**config.mk**
```make
export PLATFORM = sky130hd
export DESIGN_NAME = pbu_axis
export DESIGN_NICKNAME = d
export VERILOG_FILES = /design/src/pbu_pkg.sv /design/src/pbu_axis.sv
export SDC_FILE = /design/constraint.sdc
export NUM_CORES = 1
export LEC_CHECK = 0
export ABC_CLOCK_PERIOD_IN_PS = 24000
export BUFFER_PORTS_ARGS = -buffer_cell sky130_fd_sc_hd__clkbuf_2
export CAP_MARGIN = 30
export CORE_MARGIN = 2
export CORE_UTILIZATION = 60
export DETAILED_ROUTE_END_ITERATION = 7
export GPL_ROUTABILITY_DRIVEN = 0
export PLACE_DENSITY = 0.86
export SYNTH_ARGS = -nofsm -noshare
export SYNTH_HDL_FRONTEND = slang
export SYNTH_SLANG_ARGS = --single-unit
```
**constraint.sdc**
```tcl
create_clock -name vclk -period 24
set_input_delay 4.8 -clock vclk [all_inputs]
set_output_delay 4.8 -clock vclk [all_outputs]
set_load 0.05 [all_outputs]
```
**src/pbu_pkg.sv**
```systemverilog
package pbu_pkg;

    typedef logic        [9:0]  idx_t;
    typedef logic        [14:0] pos_t;
    typedef logic signed [15:0] vel_t;
    typedef logic signed [12:0] accel_t;
    typedef logic signed [6:0]  kick_t;
    typedef logic        [7:0]  pix_t;

    typedef enum logic {
        CMD_LOAD = 1'b0,
        CMD_STEP = 1'b1
    } cmd_t;

    typedef enum logic [0:0] {
        REG_LIMIT_X = 1'b0,
        REG_LIMIT_Y = 1'b1
    } reg_index_t;

    // input word, last field in the lowest bits
    typedef struct packed {
        vel_t   load_vel_y;
        vel_t   load_vel_x;
        pos_t   load_pos_y;
        pos_t   load_pos_x;
        kick_t  kick_y;
        kick_t  kick_x;
        accel_t accel_y;
        accel_t accel_x;
        idx_t   particle_index;
    } in_data_t;

    typedef struct packed {
        logic [5:0] pad;
        pix_t       pixel_y;
        pix_t       pixel_x;
        idx_t       result_index;
    } out_data_t;

    localparam int IN_DATA_W  = $bits(in_data_t);
    localparam int OUT_DATA_W = $bits(out_data_t);

    localparam pos_t LIMIT_X_RESET = 15'd12800;
    localparam pos_t LIMIT_Y_RESET = 15'd6400;
    localparam pos_t BOUNCE_MARGIN = 15'd100;
    localparam pos_t BOUNCE_FLOOR  = 15'd100;

    // p / 100 as p * 5243 >> 19, exact for p below 32768
    localparam logic [12:0] PIX_MUL   = 13'd5243;
    localparam int          PIX_SHIFT = 19;
    localparam logic [8:0]  PIX_MAX   = 9'd255;

    function automatic pix_t pixel_of(input pos_t p);
        logic [27:0] prod;
        logic [8:0]  q;
        prod = 28'(p) * 28'(PIX_MUL);
        q    = prod[PIX_SHIFT +: 9];
        return (q > PIX_MAX) ? PIX_MAX[7:0] : q[7:0];
    endfunction

endpackage

```
**src/pbu_axis.sv**
```systemverilog
module pbu_axis (
    input  pbu_pkg::pos_t   pos,
    input  pbu_pkg::vel_t   vel,
    input  pbu_pkg::accel_t accel,
    input  pbu_pkg::kick_t  kick,
    input  pbu_pkg::pos_t   limit,
    output pbu_pkg::pos_t   pos_new,
    output pbu_pkg::vel_t   vel_new
);

    logic signed [16:0] vsum;
    logic signed [15:0] vs;
    logic signed [17:0] p;
    logic signed [16:0] w;
    logic signed [16:0] half;
    logic signed [17:0] kicked;
    logic signed [15:0] vb;
    pbu_pkg::pos_t      top;
    logic               hit_high;
    logic               hit_low;

    always_comb begin
        vsum = {vel[15], vel} + {{4{accel[12]}}, accel};
        if (vsum[16] != vsum[15]) begin
            vs = vsum[16] ? 16'sh8000 : 16'sh7fff;
        end else begin
            vs = vsum[15:0];
        end

        p = $signed({3'b000, pos}) + {{2{vs[15]}}, vs};

        top      = (limit < pbu_pkg::BOUNCE_MARGIN) ? '0 : limit - pbu_pkg::BOUNCE_MARGIN;
        hit_high = p > $signed({3'b000, limit});
        hit_low  = p[17];

        // one step toward zero, zero goes to -1
        w = vs[15] ? ({vs[15], vs} + 17'sd1) : ({vs[15], vs} - 17'sd1);
        // -w/2 with truncation toward zero
        half   = w[16] ? ((-w) >>> 1) : -(w >>> 1);
        kicked = {half[16], half} + {{11{kick[6]}}, kick};
        if (kicked[17:15] != 3'b000 && kicked[17:15] != 3'b111) begin
            vb = kicked[17] ? 16'sh8000 : 16'sh7fff;
        end else begin
            vb = kicked[15:0];
        end

        if (hit_high) begin
            pos_new = top;
            vel_new = vb;
        end else if (hit_low) begin
            pos_new = pbu_pkg::BOUNCE_FLOOR;
            vel_new = vb;
        end else begin
            pos_new = p[14:0];
            vel_new = vs;
        end
    end

endmodule

```
[After elaboration in Yosys (flattened, before gate mapping)]
Index checks and enable logic that the tools add are counted.
Word-level totals
  input bits: 66
  flip-flop bits (word level): 0
  logic and storage cells: 25
Operators by class
  equality and inequality tests: 2
  mux-type cells: 11
  order comparisons: 2
  reductions and logical operators: 2
  add/sub/neg operators: 8
Operators by type and width (number)
  2-to-1 mux 16 bit: 6
  2-to-1 mux 15 bit: 3
  2-to-1 mux 17 bit: 2
  adder 17 x 7 -> 18 bit: 1
  adder 16 x 13 -> 17 bit: 1
  adder 16 x 16 -> 17 bit: 1
  adder 16 x 2 -> 17 bit (second input constant): 1
  > comparator 17 x 16 -> 1 bit: 1
  negation 16 -> 17 bit: 1
  negation 17 bit: 1
  subtractor 16 x 2 -> 17 bit (second input constant): 1
  less-than comparator 15 x 7 -> 1 bit (second input constant): 1
  subtractor 15 x 7 -> 15 bit (second input constant): 1
  inequality test 3 bit (second input constant): 1
  nonzero test 3 bit: 1
  logical AND 1 bit: 1
  inequality test 1 bit: 1

[Longest topological paths before layout]
  depth after elaboration: 13
  depth in mapped cells: 38
  depth with buffers taken out: 35

[Worst setup path before layout]
OpenSTA, ideal clock, no wires.
  kind: input -> output
  from: input port vel[6]
  to: output port vel_new[1]
  setup slack: 6.059 ns
  buffers on the path: 3
  arrival: 13.141 ns
  stages: 33
  cells stage by stage: ha_1 > a2111o_1 > o211a_1 > a21oi_2 > xnor2_1 > ha_1 > clkbuf_1 > and2_1 > a31oi_1 > clkbuf_1 > o31ai_1 > ha_1 > clkbuf_1 > a21o_1 > a21o_1 > a21oi_1 > nand3_1 > o21ai_1 > nand2_1 > xnor2_1 > ha_1 > inv_1 > fa_1 > nor2b_1 > o21a_1 > o21ai_1 > a31oi_1 > a211oi_1 > o311ai_1 > nand2_1 > a32oi_1 > o21ai_0 > o311ai_0
Between the ends
  longest elaborated chain between the ends: 13
Ends and longest elaborated chain
  start, declared: RTL line pbu_axis.sv:3  | input pbu_pkg::vel_t vel,
  adder 16 x 13 -> 17 bit (*): RTL line pbu_axis.sv:23  | vsum = {vel[15], vel} + {{4{accel[12]}}, accel};
  2-to-1 mux 16 bit or inequality test 1 bit (tied branches): RTL line pbu_axis.sv:25, pbu_axis.sv:24
  2-to-1 mux 16 bit (*): RTL line pbu_axis.sv:24  | if (vsum[16] != vsum[15]) begin
  subtractor 16 x 2 -> 17 bit or adder 16 x 2 -> 17 bit (tied branches): RTL line pbu_axis.sv:37  | w = vs[15] ? ({vs[15], vs} + 17'sd1) : ({vs[15], vs} - 17'sd1);
  2-to-1 mux 17 bit: RTL line pbu_axis.sv:37
  negation 17 bit or negation 16 -> 17 bit (tied branches): RTL line pbu_axis.sv:39  | half = w[16] ? ((-w) >>> 1) : -(w >>> 1);
  2-to-1 mux 17 bit: RTL line pbu_axis.sv:39
  adder 17 x 7 -> 18 bit: RTL line pbu_axis.sv:40  | kicked = {half[16], half} + {{11{kick[6]}}, kick};
  inequality test 3 bit or nonzero test 3 bit (tied branches): RTL line pbu_axis.sv:41  | if (kicked[17:15] != 3'b000 && kicked[17:15] != 3'b111) begin
  logical AND 1 bit: RTL line pbu_axis.sv:41
  2-to-1 mux 16 bit: RTL line pbu_axis.sv:41
  2-to-1 mux 16 bit: RTL line pbu_axis.sv:50  | end else if (hit_low) begin
  2-to-1 mux 16 bit (*): RTL line pbu_axis.sv:47  | if (hit_high) begin
  end, declared: RTL line pbu_axis.sv:8  | output pbu_pkg::vel_t vel_new
Mark *: on every way between the ends. The rest lies on a longest branch, timed or not.

[Worst setup path in the final report]
  from: input port vel[0]
  to: output port vel_new[1]
Same word-level chain as after synthesis.

==> Implementation_results.wiki <==
{| class="wikitable"
! Metric !! Value
|-
| Most common cell after layout, fill and taps aside || clkbuf_2
|-
| Post-synthesis to final-layout area growth || 10.7%
|-
| Max_slew headroom || 33.4%
|-
| Worst-margin pin slew || 990 ps
|-
| Boundary Pins || 97
|-
| Buffers on Ports || 97
|-
| Fill count || 718
|-
| Number of cells on the worst hold path || 4
|-
| Grt total ovfl || 0
|-
| Height of the die || 95.6 um
|-
| Most numerous cell on the critical path || ha_1
|-
| Total Neg Setup Slack || 0 ps
|-
| Clk_buf instances || 0
|-
| Critical path class || in -> out
|-
| 1st-pass router iterations || 6
|-
| Maximum number of pins on one net before global-route repair || 31
|-
| Library cell occupying the most area in the post-synthesis netlist || ha_1
|-
| Result of the run || completed
|-
| Number of flip-flops and latches || 0
|-
| Final routed wirelength across all metal layers || 15200 um
|-
| Starting Density || 61.6%
|-
| Cts-stage hold buffer count || 0
|-
| Number of instances in the synthesized netlist || 724
|-
| Total setup violations reported at the end of the flow || 0
|-
| Largest stage delay, worst path || 730 ps
|-
| Worst Setup Slack, final || 4730 ps
|-
| Path category of the worst min-delay check || in -> out
|-
| Ys Warns || 0
|-
| Netlist area before placement || 0.00504 sq mm
|-
| PostCTS Resize Cnt || 0
|-
| Hold worst-path end || pos_new[0]
|-
| Violation count after the first detailed-route iteration || 437
|-
| Pre-CTS worst setup slack || 5060 ps
|-
| DIE WIDTH || 95.6 um
|-
| First-pass GRT wire length || 24100 um
|-
| Max-cap violations || 0
|-
| Yosys cell types || 86
|-
| F_max || 51.9 MHz
|-
| Sequential Area || 0 sq um
|-
| Detailed-route DRC error count || 0
|-
| Number of nets with antenna violations after routing || 0
|-
| Synth area leaders || ha_1 20%, xnor2_1 7.3%, a21oi_1 5.5%
|-
| Die area || 0.00914 sq mm
|-
| HPWL Detailed || 12800 um
|-
| Standard-cell rows || 33
|-
| Min-Delay Startpoint || limit[0]
|-
| Number of antenna violations at the first check in global routing || 0
|-
| Crit-path slowest cell || o211ai_1
|-
| Total Nets Final || 955
|-
| Signal arrival time at the worst endpoint || 14470 ps
|-
| Critical Path End Type || primary output
|-
| Placeable core region || 0.00818 sq mm
|-
| # Post-CTS Setup Buffers || 0
|-
| Detail-routed net length per standard cell || 16.7 um
|-
| Layout cell share with drive strength beyond 1 || 16.3%
|-
| Number of global-route vias before repair || 5233
|-
| Setup repair after global routing missed its margin || no
|-
| Via count of the routed design || 5954
|-
| Average instance area after synthesis || 6.96 sq um
|-
| Via-to-Cell Ratio || 6.56
|-
| Area share of the largest cell type after synthesis || 20.1%
|-
| Final worst path period share || 80.3%
|-
| Final hold violations || 0
|-
| Post-synth net total || 874
|-
| Data required time of the critical path || 19200 ps
|-
| Most frequent cells in the layout || 97 x clkbuf_2, 81 x ha_1, 66 x nand2_1
|-
| Minimum clock period after layout || 19270 ps
|-
| Register area share after synthesis || 0%
|-
| Total inserted antenna cells || 0
|-
| GR Util All Layers || 32.3%
|-
| Type of origin of the critical path || input pin
|-
| Max-slew violations || 0
|-
| Maximum net fanout on the critical path || 21
|}
final cells by class:
type / count / area (sq um) / area share [%]
multi-input cells: 655 / 4760 / 85.3
well taps: 105 / 131 / 2.36
inverters: 50 / 193 / 3.46
repair buffers: 98 / 493 / 8.84
layer usage:
layer	track usage, %	vias to the layer above	part of all wire (%)	routed length [um]
li1	-	2870	-	-
met4	7.38	0	3.2	485
met5	0	-	0	0
met2	57.5	330	47	7140
met3	2.69	57	9.2	1390
met1	42.1	2697	41	6140
synth_stat cells, drive strengths merged (3+ instances only):
cell,n
ha,81
nand2,66
nor2,57
a21oi,56
o21ai,54
inv,50
xnor2,42
nand3,25
nor3,24
o21a,23
a21o,22
xor2,20
clkbuf,16
nand2b,13
a211oi,12
nor4,12
nor2b,11
a31oi,10
o211ai,9
o31ai,9
and2,8
a21boi,7
and3,7
nand4,6
o21bai,6
or3,6
a211o,5
o211a,5
a311oi,4
a31o,4
a221oi,3
and4,3
buf,3
fa,3
mux2,3
nor3b,3
o2111ai,3
o22ai,3
critical path, delay by kind of cell:
kind,cells,cell delay [ps]
fa+ha+maj,5,2050
simple gates,9,1970
mux,1,380
buf+inv,3,490
xor+xnor,1,290
compound gates,13,4490
how the worst max path moves through the flow:
stage | slack [ps] | start | endpoint
after floorplan | 6060 | vel[6] | vel_new[1]
after global placement | 5440 | vel[6] | vel_new[1]
after detailed placement | 5060 | vel[0] | vel_new[1]
after CTS | 5030 | vel[0] | vel_new[1]
after global routing | 4070 | vel[0] | vel_new[1]
final | 4730 | vel[0] | vel_new[1]
metrics by stage:
step,utilization (%),hold slack [ps],area (sq um),instances
final,68.2,10040,5580,908
after CTS,68.2,10040,5580,908
after floorplan,-,9930,5040,724
after detailed placement,68.2,10040,5580,908
after global routing,68.2,10060,5580,908
after global placement,68.2,10020,5580,908
cells by family (layout without fill, tap and decap cells):
group	count (synthesis)	after routing	share of synthesized area [%]
simple gates	251	251	25.5
buf+inv	69	148	5.64
mux	5	5	1.07
xor+xnor	62	62	10.9
compound gates	253	253	35.5
fa+ha+maj	84	84	21.3
Power is not shown: default switching activity piles up to over one toggle a cycle in this logic, so the estimate is an artifact.
